`src/sv/lruc_pkg.sv`:
```
// Package: widths, entry types and codes of the LRU cache.
package lruc_pkg;

  localparam int LRUC_ENTRIES = 8;
  localparam int LRUC_IDX_W   = $clog2(LRUC_ENTRIES);
  localparam int LRUC_KEY_W   = 8;
  localparam int LRUC_TKEY_W  = 7;
  localparam int LRUC_VAL_W   = 32;
  localparam int LRUC_STAMP_W = 8;

  typedef enum logic {
    OP_LOOKUP = 1'b0,
    OP_ADD    = 1'b1
  } lruc_op_t;

  // Stored tag: occupied flag (0x80) over the 7-bit key (0x7f).
  typedef struct packed {
    logic                   occ;
    logic [LRUC_TKEY_W-1:0] key;
  } lruc_tag_t;

  typedef struct packed {
    lruc_tag_t               tag;
    logic [LRUC_VAL_W-1:0]   data;
    logic [LRUC_STAMP_W-1:0] stamp;
  } lruc_entry_t;

  // Broadcast write into the ring; fill also rewrites tag and data.
  typedef struct packed {
    logic                    en;
    logic                    fill;
    lruc_tag_t               tag;
    logic [LRUC_VAL_W-1:0]   data;
    logic [LRUC_STAMP_W-1:0] stamp;
  } lruc_wr_t;

endpackage

```
`src/sv/lruc_in_if.sv`:
```
// Request channel: operation, key and write value.
interface lruc_in_if import lruc_pkg::*; ();
  logic                  valid;
  logic                  ready;
  logic                  operation;
  logic [LRUC_KEY_W-1:0] key;
  logic [LRUC_VAL_W-1:0] write_value;

  modport source(output valid, operation, key, write_value, input ready);
  modport sink(input valid, operation, key, write_value, output ready);
endinterface

```
`src/sv/lruc_out_if.sv`:
```
// Response channel: hit, exact and read value.
interface lruc_out_if import lruc_pkg::*; ();
  logic                  valid;
  logic                  ready;
  logic                  hit;
  logic                  exact;
  logic [LRUC_VAL_W-1:0] read_value;

  modport source(output valid, hit, exact, read_value, input ready);
  modport sink(input valid, hit, exact, read_value, output ready);
endinterface

```
`src/sv/lru_cache_with_floor_fallback.sv`:
```
// Top level: LRU key-to-value cache with floor fallback on lookup.
//
// req (sink) carries one beat per operation: a lookup of a 7-bit key, or an
// add of a key with a 32-bit value. rsp (source) returns exactly one beat per
// request: hit, exact and read_value (all zero for an add or a miss).
// The store is a ring of ENTRIES cells. Each cell holds one entry plus its
// slot number, and the whole ring rotates by one cell per scan cycle, so
// every entry passes the head cell once. The scan keeps the best exact,
// floor and empty candidates, ranked by scan order from the start slot
// ((key-1) mod ENTRIES), and the oldest by stamp. The chosen slot is then
// updated by a broadcast write matched on slot number.
// Each request passes a remainder step (ST_MOD), a scan of the whole ring
// (ST_SCAN) and an update step (ST_DONE); one request is in flight at a
// time, and a new one is taken only after the block is back in idle.
// req.ready is high only when the block is idle. A finished response sits in
// the output register; while rsp is stalled the next request can still be
// accepted and scanned, and it waits for the register before its update.
// Synchronous reset clears the ring (unoccupied, zero stamps), the use clock
// and the response register.
module lru_cache_with_floor_fallback import lruc_pkg::*; #(
  parameter int ENTRIES = LRUC_ENTRIES
) (
  input  logic       clk,
  input  logic       rst,
  lruc_in_if.sink    req,
  lruc_out_if.source rsp
);

  localparam int IDX_W = $clog2(ENTRIES);

  typedef enum logic [1:0] {
    ST_IDLE,
    ST_MOD,
    ST_SCAN,
    ST_DONE
  } state_t;

  state_t state;

  // request
  logic                    op_add;
  logic [LRUC_TKEY_W-1:0]  k_reg;
  logic [LRUC_VAL_W-1:0]   val_reg;
  logic [LRUC_STAMP_W-1:0] use_clock;
  logic [IDX_W-1:0]        scan_base;
  logic [IDX_W-1:0]        cnt;

  // scan candidates
  logic                    exact_found;
  logic [IDX_W-1:0]        exact_id;
  logic [IDX_W-1:0]        exact_rank;
  logic [LRUC_VAL_W-1:0]   exact_data;
  logic [LRUC_TKEY_W-1:0]  best_key;
  logic [IDX_W-1:0]        best_id;
  logic [IDX_W-1:0]        best_rank;
  logic [LRUC_VAL_W-1:0]   best_data;
  logic                    empty_found;
  logic [IDX_W-1:0]        empty_id;
  logic [IDX_W-1:0]        empty_rank;
  logic                    old_found;
  logic [IDX_W-1:0]        old_id;
  logic [LRUC_STAMP_W-1:0] old_stamp;

  // response register
  logic                    out_valid;
  logic                    out_hit;
  logic                    out_exact;
  logic [LRUC_VAL_W-1:0]   out_value;

  // ring
  lruc_entry_t             cell_ent [ENTRIES];
  logic [IDX_W-1:0]        cell_id  [ENTRIES];
  logic                    shift;
  lruc_wr_t                wr;
  logic [IDX_W-1:0]        wr_id;

  // remainder unit
  logic                    mod_start;
  logic                    mod_done;
  logic [IDX_W-1:0]        mod_rem;

  // head of the ring
  lruc_entry_t             head;
  logic [IDX_W-1:0]        head_id;
  logic [IDX_W:0]          rank_wide;
  logic [IDX_W-1:0]        head_rank;
  logic                    take_exact;
  logic                    take_floor;
  logic                    take_empty;
  logic                    take_old;
  logic                    out_free;
  logic                    finish;

  assign req.ready  = (state == ST_IDLE);
  assign rsp.valid  = out_valid;
  assign rsp.hit    = out_hit;
  assign rsp.exact  = out_exact;
  assign rsp.read_value = out_value;

  assign mod_start = req.valid && req.ready;
  assign shift     = (state == ST_SCAN);
  assign out_free  = !out_valid || rsp.ready;
  assign finish    = (state == ST_DONE) && out_free;

  lruc_mod_unit #(
    .ENTRIES (ENTRIES),
    .IDX_W   (IDX_W)
  ) u_mod (
    .clk      (clk),
    .rst      (rst),
    .start    (mod_start),
    .dividend (req.key - LRUC_KEY_W'(1)),
    .done     (mod_done),
    .rem      (mod_rem)
  );

  for (genvar g = 0; g < ENTRIES; g++) begin : g_cell
    localparam int NB = (g + 1) % ENTRIES;
    lruc_cell #(
      .IDX_W (IDX_W)
    ) u_cell (
      .clk     (clk),
      .rst     (rst),
      .home_id (IDX_W'(g)),
      .shift   (shift),
      .nbr_ent (cell_ent[NB]),
      .nbr_id  (cell_id[NB]),
      .wr      (wr),
      .wr_id   (wr_id),
      .ent     (cell_ent[g]),
      .id      (cell_id[g])
    );
  end

  // Scan order rank of the head slot relative to the start slot.
  always_comb begin
    head    = cell_ent[0];
    head_id = cell_id[0];
    if (head_id >= scan_base) begin
      rank_wide = {1'b0, head_id} - {1'b0, scan_base};
    end else begin
      rank_wide = {1'b0, head_id} + (IDX_W+1)'(ENTRIES) - {1'b0, scan_base};
    end
    head_rank = rank_wide[IDX_W-1:0];

    take_exact = head.tag.occ && (head.tag.key == k_reg) &&
                 (!exact_found || (head_rank < exact_rank));
    // floor: greatest key below the request and above zero, first in scan order
    take_floor = head.tag.occ && (head.tag.key < k_reg) &&
                 ((head.tag.key > best_key) ||
                  ((head.tag.key == best_key) && (best_key != '0) &&
                   (head_rank < best_rank)));
    take_empty = !head.tag.occ && (!empty_found || (head_rank < empty_rank));
    // oldest: lowest stamp below the clock, lowest slot on a tie
    take_old   = (head.stamp < use_clock) &&
                 (!old_found || (head.stamp < old_stamp) ||
                  ((head.stamp == old_stamp) && (head_id < old_id)));
  end

  // Update of the chosen slot, applied in the cycle the response is loaded.
  always_comb begin
    wr       = '0;
    wr.stamp = use_clock;
    wr.tag   = '{occ: 1'b1, key: k_reg};
    wr.data  = val_reg;
    wr_id    = '0;
    if (op_add) begin
      wr.en   = finish;
      wr.fill = 1'b1;
      if (empty_found) begin
        wr_id = empty_id;
      end else if (old_found) begin
        wr_id = old_id;
      end
    end else if (exact_found) begin
      wr.en = finish;
      wr_id = exact_id;
    end else if (best_key != '0) begin
      wr.en = finish;
      wr_id = best_id;
    end
  end

  always_ff @(posedge clk) begin
    if (rst) begin
      state     <= ST_IDLE;
      use_clock <= '0;
      out_valid <= 1'b0;
      out_hit   <= 1'b0;
      out_exact <= 1'b0;
      out_value <= '0;
    end else begin
      // a beat taken while the next one loads keeps valid high
      if (out_valid && rsp.ready && !finish) begin
        out_valid <= 1'b0;
      end
      unique case (state)
        ST_IDLE: begin
          if (req.valid) begin
            op_add    <= (req.operation == OP_ADD);
            k_reg     <= req.key[LRUC_TKEY_W-1:0];
            val_reg   <= req.write_value;
            use_clock <= use_clock + 1'b1;
            state     <= ST_MOD;
          end
        end
        ST_MOD: begin
          if (mod_done) begin
            scan_base   <= mod_rem;
            cnt         <= '0;
            exact_found <= 1'b0;
            best_key    <= '0;
            empty_found <= 1'b0;
            old_found   <= 1'b0;
            state       <= ST_SCAN;
          end
        end
        ST_SCAN: begin
          if (take_exact) begin
            exact_found <= 1'b1;
            exact_id    <= head_id;
            exact_rank  <= head_rank;
            exact_data  <= head.data;
          end
          if (take_floor) begin
            best_key  <= head.tag.key;
            best_id   <= head_id;
            best_rank <= head_rank;
            best_data <= head.data;
          end
          if (take_empty) begin
            empty_found <= 1'b1;
            empty_id    <= head_id;
            empty_rank  <= head_rank;
          end
          if (take_old) begin
            old_found <= 1'b1;
            old_id    <= head_id;
            old_stamp <= head.stamp;
          end
          cnt <= cnt + 1'b1;
          if (cnt == IDX_W'(ENTRIES - 1)) begin
            state <= ST_DONE;
          end
        end
        ST_DONE: begin
          if (out_free) begin
            out_valid <= 1'b1;
            if (op_add) begin
              out_hit   <= 1'b0;
              out_exact <= 1'b0;
              out_value <= '0;
            end else if (exact_found) begin
              out_hit   <= 1'b1;
              out_exact <= 1'b1;
              out_value <= exact_data;
            end else if (best_key != '0) begin
              out_hit   <= 1'b1;
              out_exact <= 1'b0;
              out_value <= best_data;
            end else begin
              out_hit   <= 1'b0;
              out_exact <= 1'b0;
              out_value <= '0;
            end
            state <= ST_IDLE;
          end
        end
        default: state <= ST_IDLE;
      endcase
    end
  end

endmodule

```
`src/sv/lruc_mod_unit.sv`:
```
// Remainder of a key byte by the entry count, by reciprocal multiplication.
module lruc_mod_unit import lruc_pkg::*; #(
  parameter int ENTRIES = LRUC_ENTRIES,
  parameter int IDX_W   = LRUC_IDX_W
) (
  input  logic                  clk,
  input  logic                  rst,
  input  logic                  start,
  input  logic [LRUC_KEY_W-1:0] dividend,
  output logic                  done,
  output logic [IDX_W-1:0]      rem
);

  // floor(x * RECIP / 2^SHIFT) equals floor(x / ENTRIES) for every 8-bit x
  localparam int SHIFT  = 16;
  localparam int RECIP  = ((1 << SHIFT) + ENTRIES - 1) / ENTRIES;
  localparam int PROD_W = LRUC_KEY_W + SHIFT;

  logic [PROD_W-1:0]     prod;
  logic [LRUC_KEY_W-1:0] quot;
  logic [LRUC_KEY_W-1:0] back;
  logic [LRUC_KEY_W-1:0] diff;

  always_comb begin
    prod = PROD_W'(dividend) * PROD_W'(RECIP);
    quot = prod[SHIFT +: LRUC_KEY_W];
    back = quot * LRUC_KEY_W'(ENTRIES);
    diff = dividend - back;
  end

  always_ff @(posedge clk) begin
    if (rst) begin
      done <= 1'b0;
      rem  <= '0;
    end else begin
      done <= start;
      if (start) begin
        rem <= diff[IDX_W-1:0];
      end
    end
  end

endmodule

```
`src/sv/lruc_cell.sv`:
```
// Ring cell: one cache entry and its slot number, rotating toward cell 0.
module lruc_cell import lruc_pkg::*; #(
  parameter int IDX_W = LRUC_IDX_W
) (
  input  logic        clk,
  input  logic        rst,
  input  logic [IDX_W-1:0] home_id,
  input  logic        shift,
  input  lruc_entry_t nbr_ent,
  input  logic [IDX_W-1:0] nbr_id,
  input  lruc_wr_t    wr,
  input  logic [IDX_W-1:0] wr_id,
  output lruc_entry_t ent,
  output logic [IDX_W-1:0] id
);

  always_ff @(posedge clk) begin
    if (rst) begin
      ent <= '0;
      id  <= home_id;
    end else if (shift) begin
      ent <= nbr_ent;
      id  <= nbr_id;
    end else if (wr.en && (wr_id == id)) begin
      ent.stamp <= wr.stamp;
      if (wr.fill) begin
        ent.tag  <= wr.tag;
        ent.data <= wr.data;
      end
    end
  end

endmodule

```
`src/flat_wrapper.sv`:
```
// flat-port wrapper written by rule: the top's interface ports become plain ports
module lru_cache_with_floor_fallback_flat import lruc_pkg::*;
#(
  parameter int ENTRIES = LRUC_ENTRIES
)
  (clk, rst, req_valid, req_operation, req_key, req_write_value, req_ready, rsp_valid, rsp_hit, rsp_exact, rsp_read_value, rsp_ready);
  lruc_in_if req_i ();
  lruc_out_if rsp_i ();
  input  logic clk;
  input  logic rst;
  input wire logic [$bits(req_i.valid)-1:0] req_valid;
  input wire logic [$bits(req_i.operation)-1:0] req_operation;
  input wire logic [$bits(req_i.key)-1:0] req_key;
  input wire logic [$bits(req_i.write_value)-1:0] req_write_value;
  output wire logic [$bits(req_i.ready)-1:0] req_ready;
  output wire logic [$bits(rsp_i.valid)-1:0] rsp_valid;
  output wire logic [$bits(rsp_i.hit)-1:0] rsp_hit;
  output wire logic [$bits(rsp_i.exact)-1:0] rsp_exact;
  output wire logic [$bits(rsp_i.read_value)-1:0] rsp_read_value;
  input wire logic [$bits(rsp_i.ready)-1:0] rsp_ready;
  assign req_i.valid = req_valid;
  assign req_i.operation = req_operation;
  assign req_i.key = req_key;
  assign req_i.write_value = req_write_value;
  assign req_ready = req_i.ready;
  assign rsp_valid = rsp_i.valid;
  assign rsp_hit = rsp_i.hit;
  assign rsp_exact = rsp_i.exact;
  assign rsp_read_value = rsp_i.read_value;
  assign rsp_i.ready = rsp_ready;
  lru_cache_with_floor_fallback #(.ENTRIES(ENTRIES)) u_core (.clk(clk), .rst(rst), .req(req_i), .rsp(rsp_i));
endmodule
```
`config.mk`:
```
export PLATFORM = sky130hd
export DESIGN_NAME = lru_cache_with_floor_fallback_flat
export DESIGN_NICKNAME = d
export VERILOG_FILES = /design/src/sv/lruc_pkg.sv /design/src/sv/lruc_in_if.sv /design/src/sv/lruc_out_if.sv /design/src/sv/lru_cache_with_floor_fallback.sv /design/src/sv/lruc_mod_unit.sv /design/src/sv/lruc_cell.sv /design/src/flat_wrapper.sv
export SDC_FILE = /design/constraint.sdc
export NUM_CORES = 1
export LEC_CHECK = 0
export BUFFER_PORTS_ARGS = -buffer_cell sky130_fd_sc_hd__buf_4
export CORE_MARGIN = 4
export CORE_UTILIZATION = 30
export CTS_CLUSTER_DIAMETER = 50
export CTS_CLUSTER_SIZE = 25
export DETAILED_ROUTE_END_ITERATION = 6
export PLACE_DENSITY = 0.47
export SYNTH_ARGS = -nofsm -noshare
export SYNTH_HDL_FRONTEND = slang
export SYNTH_SLANG_ARGS = --single-unit
```
`constraint.sdc`:
```
create_clock -name clk -period 5.8 [get_ports clk]
set_input_delay 0.87 -clock clk [delete_from_list [all_inputs] [get_ports clk]]
set_output_delay 0.87 -clock clk [all_outputs]
set_load 0.01 [all_outputs]
```
# After elaboration in Yosys (flattened, before gate mapping)
# Cells that the tools add are included.
# word_totals
ff_bits,606
inputBits,45
out_inout_bits,36
elab_cells,229
# op_classes
n_bitwise,1
order_cmp,9
reduce_logical,67
eq_ne,23
mux,55
add_sub_neg,7
# ops
op,n
$mux W48,16
$mux W32,3
$mux W40,1
$eq A3 B3 Y1,8
$logic_and A1 B1 Y1,21
$mux W3,7
$reduce_and A3 Y1,7
$reduce_and A2 Y1,10
$reduce_and A4 Y1,5
$reduce_bool A2 Y1,10
$lt A8 B8 Y1,2
$mux W1,16
$eq A7 B7 Y1,2
$mux W7,2
$pmux W7 S2,1
$lt A3 B3 Y1,4
$ne A2 B1 Y1 const B,6
$add A8 B1 Y8 const B,1
$eq A8 B8 Y1,1
$mux W2,4
$pmux W2 S4,1
$gt A7 B7 Y1,1
$lt A7 B7 Y1,1
$reduce_bool A7 Y1,1
14 further kinds,31

# Depth between registers and ports, before layout
# depth
ltp_word,9
depth_mapped,12
ltp_nobuf,12

# By module
# From an unflattened synthesis, not the netlist that was laid out.
# hier_totals
hier_cells,2778
area_unflattened_um2,31830.5
# by_module_without_submodules
module,seq_area_each_um2,instances,cells_each,area_each_um2
lruc_cell,1051.0,8,275,2945.3
lru_cache_with_floor_fallback,5375.2,1,567,8140.3
lruc_mod_unit,80.1,1,11,127.6

# Worst setup path before layout
# No wires, ideal clock.
# synth_path
kind,register -> register
startpoint,register u_core.g_cell[0].u_cell.id[0]
endpoint,register u_core.best_data[0] (enable)
setup_ns,0.433
stages_incl_launch_ff,13
path_buffers,0
t_required_ns,5.367
path_slack_ns,1.502
period_less_slack_ns,4.298
t_arrival_ns,3.865
path_cell_list,dfxtp_1 -> inv_1 -> ha_1 -> inv_1 -> fa_1 -> xor2_1 -> xnor2_1 -> ha_1 -> o21ai_0 -> a211oi_1 -> nor4_1 -> nand2_1 -> nor2_1
# synth_via
elab_chain_cells,8
word_cells_on_any_way,10
classes_between,add/sub: 3; order compare: 2; mux: 1; reduce/logical: 4
# synth_lines
item,line,text
start: declaration,lruc_cell.sv:14,output logic [IDX_W-1:0] id
start signal: assignment,lruc_cell.sv:20,id <= home_id;
start signal: assignment,lruc_cell.sv:23,id <= nbr_id;
$add A3 B1 Y3,lru_cache_with_floor_fallback.sv:142,"rank_wide = {1'b0, head_id} + (IDX_W+1)'(ENTRIES) - {1'b0, scan_base};"
$sub A3 B3 Y3,lru_cache_with_floor_fallback.sv:142,
$mux W3 (*),lru_cache_with_floor_fallback.sv:139,if (head_id >= scan_base) begin
named net u_core.rank_wide[2],lru_cache_with_floor_fallback.sv:85,logic [IDX_W:0] rank_wide;
$lt A3 B3 Y1 (*),lru_cache_with_floor_fallback.sv:152,(head_rank < best_rank)));
$logic_and A1 B1 Y1 (*),lru_cache_with_floor_fallback.sv:151,((head.tag.key == best_key) && (best_key != '0) &&
$logic_or A1 B1 Y1 (*),lru_cache_with_floor_fallback.sv:150,((head.tag.key > best_key) ||
$logic_and A1 B1 Y1 (*),lru_cache_with_floor_fallback.sv:149,take_floor = head.tag.occ && (head.tag.key < k_reg) &&
$reduce_and A3 Y1 (no line) (*),-,
end signal: assignment,lru_cache_with_floor_fallback.sv:229,best_data <= head.data;
end: declaration,lru_cache_with_floor_fallback.sv:56,logic [LRUC_VAL_W-1:0] best_data;
# The timed path passes the listed nets; every way through them passes the cells marked *.
# A chain may end at the register's enable or synchronous reset.

# Worst setup path in the final report
# layout_path
startpoint,register u_core.g_cell[0].u_cell.id[0]
endpoint,register u_core.best_rank[2] (enable)
# layout_via
elab_chain_cells,8
word_cells_on_any_way,10
classes_between,add/sub: 3; order compare: 2; mux: 1; reduce/logical: 4
# layout_lines
item,line,text
$add A3 B1 Y3,lru_cache_with_floor_fallback.sv:142,
$sub A3 B3 Y3,lru_cache_with_floor_fallback.sv:142,
$mux W3 (*),lru_cache_with_floor_fallback.sv:139,
named net u_core.rank_wide[2],lru_cache_with_floor_fallback.sv:85,
$lt A3 B3 Y1 (*),lru_cache_with_floor_fallback.sv:152,
$logic_and A1 B1 Y1 (*),lru_cache_with_floor_fallback.sv:151,
$logic_or A1 B1 Y1 (*),lru_cache_with_floor_fallback.sv:150,
$logic_and A1 B1 Y1 (*),lru_cache_with_floor_fallback.sv:149,
$reduce_and A3 Y1 (no line) (*),-,
end signal: assignment,lru_cache_with_floor_fallback.sv:228,best_rank <= head_rank;
end: declaration,lru_cache_with_floor_fallback.sv:55,logic [IDX_W-1:0] best_rank;
# Marked as above.

==> results.md <==
* Mapped Area at 25220 um2
* FF-to-FF path depth at 13
* I/O pin cnt at 81
* Layout cells sized above 1 at 10.22%
* DR vias at 19060
* Hold_buf cts at 0
* PD cells at 532.3 nW/um2
* Max frequency at 0.2362 GHz
* Fill cells at 8304
* CP startpoint: u_core.g_cell[0].u_cell.id[0]$_SDFFE_PP0P_
* # clock sinks at 606
* Number of global-route vias before repair at 18410
* Tightest Hold Check Type: primary input to register
* Startpoint Class: register
* Clock Skew at 0.02868 ns
* Max reg flops at 384
* Mapped Nets at 2725
* Final setup vio count at 0
* CP max-delay cell: nor2_4
* Yosys reg bits at 606
* CTS tree: done
* Average routed wire per standard cell at 18.08 um
* Clock latency on the worst-skew pair at 0.61 ns
* Die height at 297.9 um
* Placed Cells at 3590
* Syn Inst Count at 2633
* Max-slew headroom at 17.11%
* CP arrival at 4.50 ns
* Final WL at 67.32 mm
* Worst path cell trace: inv_1 > ha_1 > inv_1 > fa_1 > xor2_1 > xnor2_1 > ha_1 > o21ai_0 > a211oi_1 > nor4_1 > nand2_1 > nor2_4 > buf_4
* Synth warnings at 0
* DRT Pass-1 Iters at 7
* RSZ-0062 raised after global routing: false
* Crit-path max FO at 20
* Initial antenna violation count at 1
* Setup TNS at 0 ns
* Synthesized area per cell at 9.577 um2
* Vias/cell at 5.118
* Tcrit/Tclk final at 73.01%
* FF-to-FF End: u_core.best_rank[2]$_DFFE_PP_
* Final Max Slew Viols at 0
* # Post-CTS Setup Buffers at 0
* Non-filler instance count after layout at 3724
* Row count at 106
* Final Hold Viols at 0
* Post-synthesis sequential area ratio at 54.02%
* Clock slew seen by the registers of the worst setup and hold paths at 0.06 ns
* CP endpoint kind: register
* Area Growth Syn to Fin at 15.81%
* Least-Margin Pin Slew at 1.239 ns
* Place WS at 1.499 ns
* Core area at 83420 um2
* Worst R2R Start: u_core.g_cell[0].u_cell.id[0]$_SDFFE_PP0P_
* Grt total ovfl at 0
* Distinct cells, synth at 46
* Crit path capture: u_core.best_rank[2]$_DFFE_PP_
* Max-Cap Viols at 0
* R2R setup slack at 1.57 ns
* Port Buffers at 79
* WP buf/inv at 3
* Total CTS buffers at 73
* Dpl hpwl at 37.60 mm
* Root buffer cell: clkbuf_16
* CTS max path bufs at 3
* Lkg Pwr at 9.668 nW
* Number of routed nets with antenna violations at 0
* Initial DRC Count at 1353
* Final hold slack at 0.4333 ns
* GRT Total Usage at 14.92%
* Area of the die at 88760 um2
* Global-route wire length before repair at 106.9 mm
* Most flops, register: u_core.g_cell.u_cell.ent
* Setup ws final at 1.566 ns
* Largest net degree at the start of global routing at 266
* Setup CP Type: register to register
* Run status: complete, no violations
* Final nets at 2677
* Required @ worst endpoint at 6.06 ns
* DR DRC count at 0
* Max incr delay on CP at 0.58 ns
* Clock period minus final worst setup slack at 4.234 ns
* Initial Util at 30.23%
* Post-CTS resize count at 0
* Instance count on the critical path at 13
* CP delay by family, top: simple AND/OR/NAND/NOR gates
* Final Wtd Congestion at 0.7426
* Die X at 297.9 um
* Worst IR Drop VDD at 0.3156 mV
* CTS H-tree depth at 3
-- worst min path at each step --
stage / start / end / slack (ns) / depth (start not counted)
after CTS: req_write_value[9] / u_core.val_reg[9]$_DFFE_PP_ / 0.39 / 1
final: req_write_value[9] / u_core.val_reg[9]$_DFFE_PP_ / 0.43 / 1
after detailed placement: u_core.u_mod.rem[0]$_SDFFE_PP0P_ / u_core.scan_base[0]$_DFFE_PP_ / 0.43 / 0
after global placement: u_core.u_mod.rem[2]$_SDFFE_PP0P_ / u_core.scan_base[2]$_DFFE_PP_ / 0.42 / 0
after global routing: req_write_value[20] / u_core.val_reg[20]$_DFFE_PP_ / 0.40 / 1
after floorplan: u_core.u_mod.rem[0]$_SDFFE_PP0P_ / u_core.scan_base[0]$_DFFE_PP_ / 0.41 / 0
-- report_power, final --
group | switching [mW] | total (mW) | internal, mW | leakage [nW]
registers | 0.777 | 6.38 | 5.61 | 5.09
clock network | 1.98 | 4.79 | 2.81 | 1.26
logic | 2.74 | 4.38 | 1.64 | 3.31
-- cell type report --
cell class	count	area [um2]	area share, %
Clock buffer	89	2076	7.108
Inverter	228	855.8	2.931
Tap cell	1080	1351	4.627
Antenna cell	1	2.502	0.008569
Multi-Input combinational cell	1565	9915	33.95
Clock inverter	44	489.2	1.675
Timing Repair Buffer	111	890.9	3.051
Sequential cell	606	13620	46.65
-- metrics by stage --
step	instance area (um2)	util (%)	power, mW
finish	29200	35.01	15.54
CTS	29190	34.99	15.73
detailed placement	26630	31.92	10.85
floorplan	25220	-	9.661
global placement	26630	31.92	10.68
global route	29200	35.00	16.66
-- cells in the mapped netlist (all sizes together) --
cell type | n | area (um2)
mux2i | 14 | 140.1
edfxtp | 149 | 4474
o21ai | 17 | 111.4
a311oi | 1 | 8.760
a21o | 13 | 97.59
clkbuf | 161 | 604.3
a211o | 12 | 105.1
inv | 227 | 852.1
nor2 | 285 | 1070
xnor2 | 32 | 280.3
nor4 | 19 | 202.7
a31o | 1 | 8.760
a211oi | 199 | 1494
nand4 | 7 | 43.79
nand2b | 50 | 312.8
or3 | 1 | 6.260
clkinv | 1 | 3.750
o2111ai | 1 | 8.760
o41ai | 5 | 81.33
fa | 1 | 20.02
or4 | 6 | 45.04
nor3 | 210 | 1056
o31ai | 1 | 7.510
xor2 | 1 | 8.760
a21boi | 2 | 15.01
o211ai | 3 | 22.52
a221oi | 85 | 744.5
a21oi | 300 | 1501
a222oi | 32 | 320.3
nor2b | 50 | 312.8
a2111oi | 99 | 882.1
and2 | 7 | 43.79
nand3 | 1 | 5.000
buf | 73 | 357.8
nand3b | 1 | 7.510
ha | 46 | 575.6
dfxtp | 457 | 9149
nand2 | 63 | 236.5
-- routing by layer --
metal	share of wire, %	vias to the layer above	global-route usage [%]	wire, um
met4	1.8	0	3.996	1191
met1	49	9202	20.97	33060
met3	3.5	70	2.004	2328
li1	-	9503	-	-
met2	46	283	24.17	30740
met5	0	-	0	0
-- kinds of logic (layout without fill, tap and decap cells) --
family	count (synthesis)	in the layout	synth area share, %
compound gates	771	771	21.45
simple gates	700	700	13.25
flops	606	606	54.02
buf+inv	462	472	7.209
fa+ha+maj	47	47	2.362
xor+xnor	33	33	1.146
mux	14	14	0.5557
other cells	0	1	0
-- layout by cell type, fill, tap and decap left out, drive strengths merged, types with 4 or more instances in the layout --
cell     Yosys  routed
a2111oi     99      99
a211o       12      12
a211oi     199     199
a21o        13      13
a21oi      300     300
a221oi      85      85
a222oi      32      32
and2         7       7
buf         73     111
bufinv       0       4
clkbuf     161      89
clkinv       1      13
dfxtp      457     457
edfxtp     149     149
ha          46      46
inv        227     252
mux2i       14      14
nand2       63      63
nand2b      50      50
nand4        7       7
nor2       285     285
nor2b       50      50
nor3       210     210
nor4        19      19
o21ai       17      17
o41ai        5       5
or4          6       6
xnor2       32      32
No activity file was read; power rests on OpenSTA's default activity.
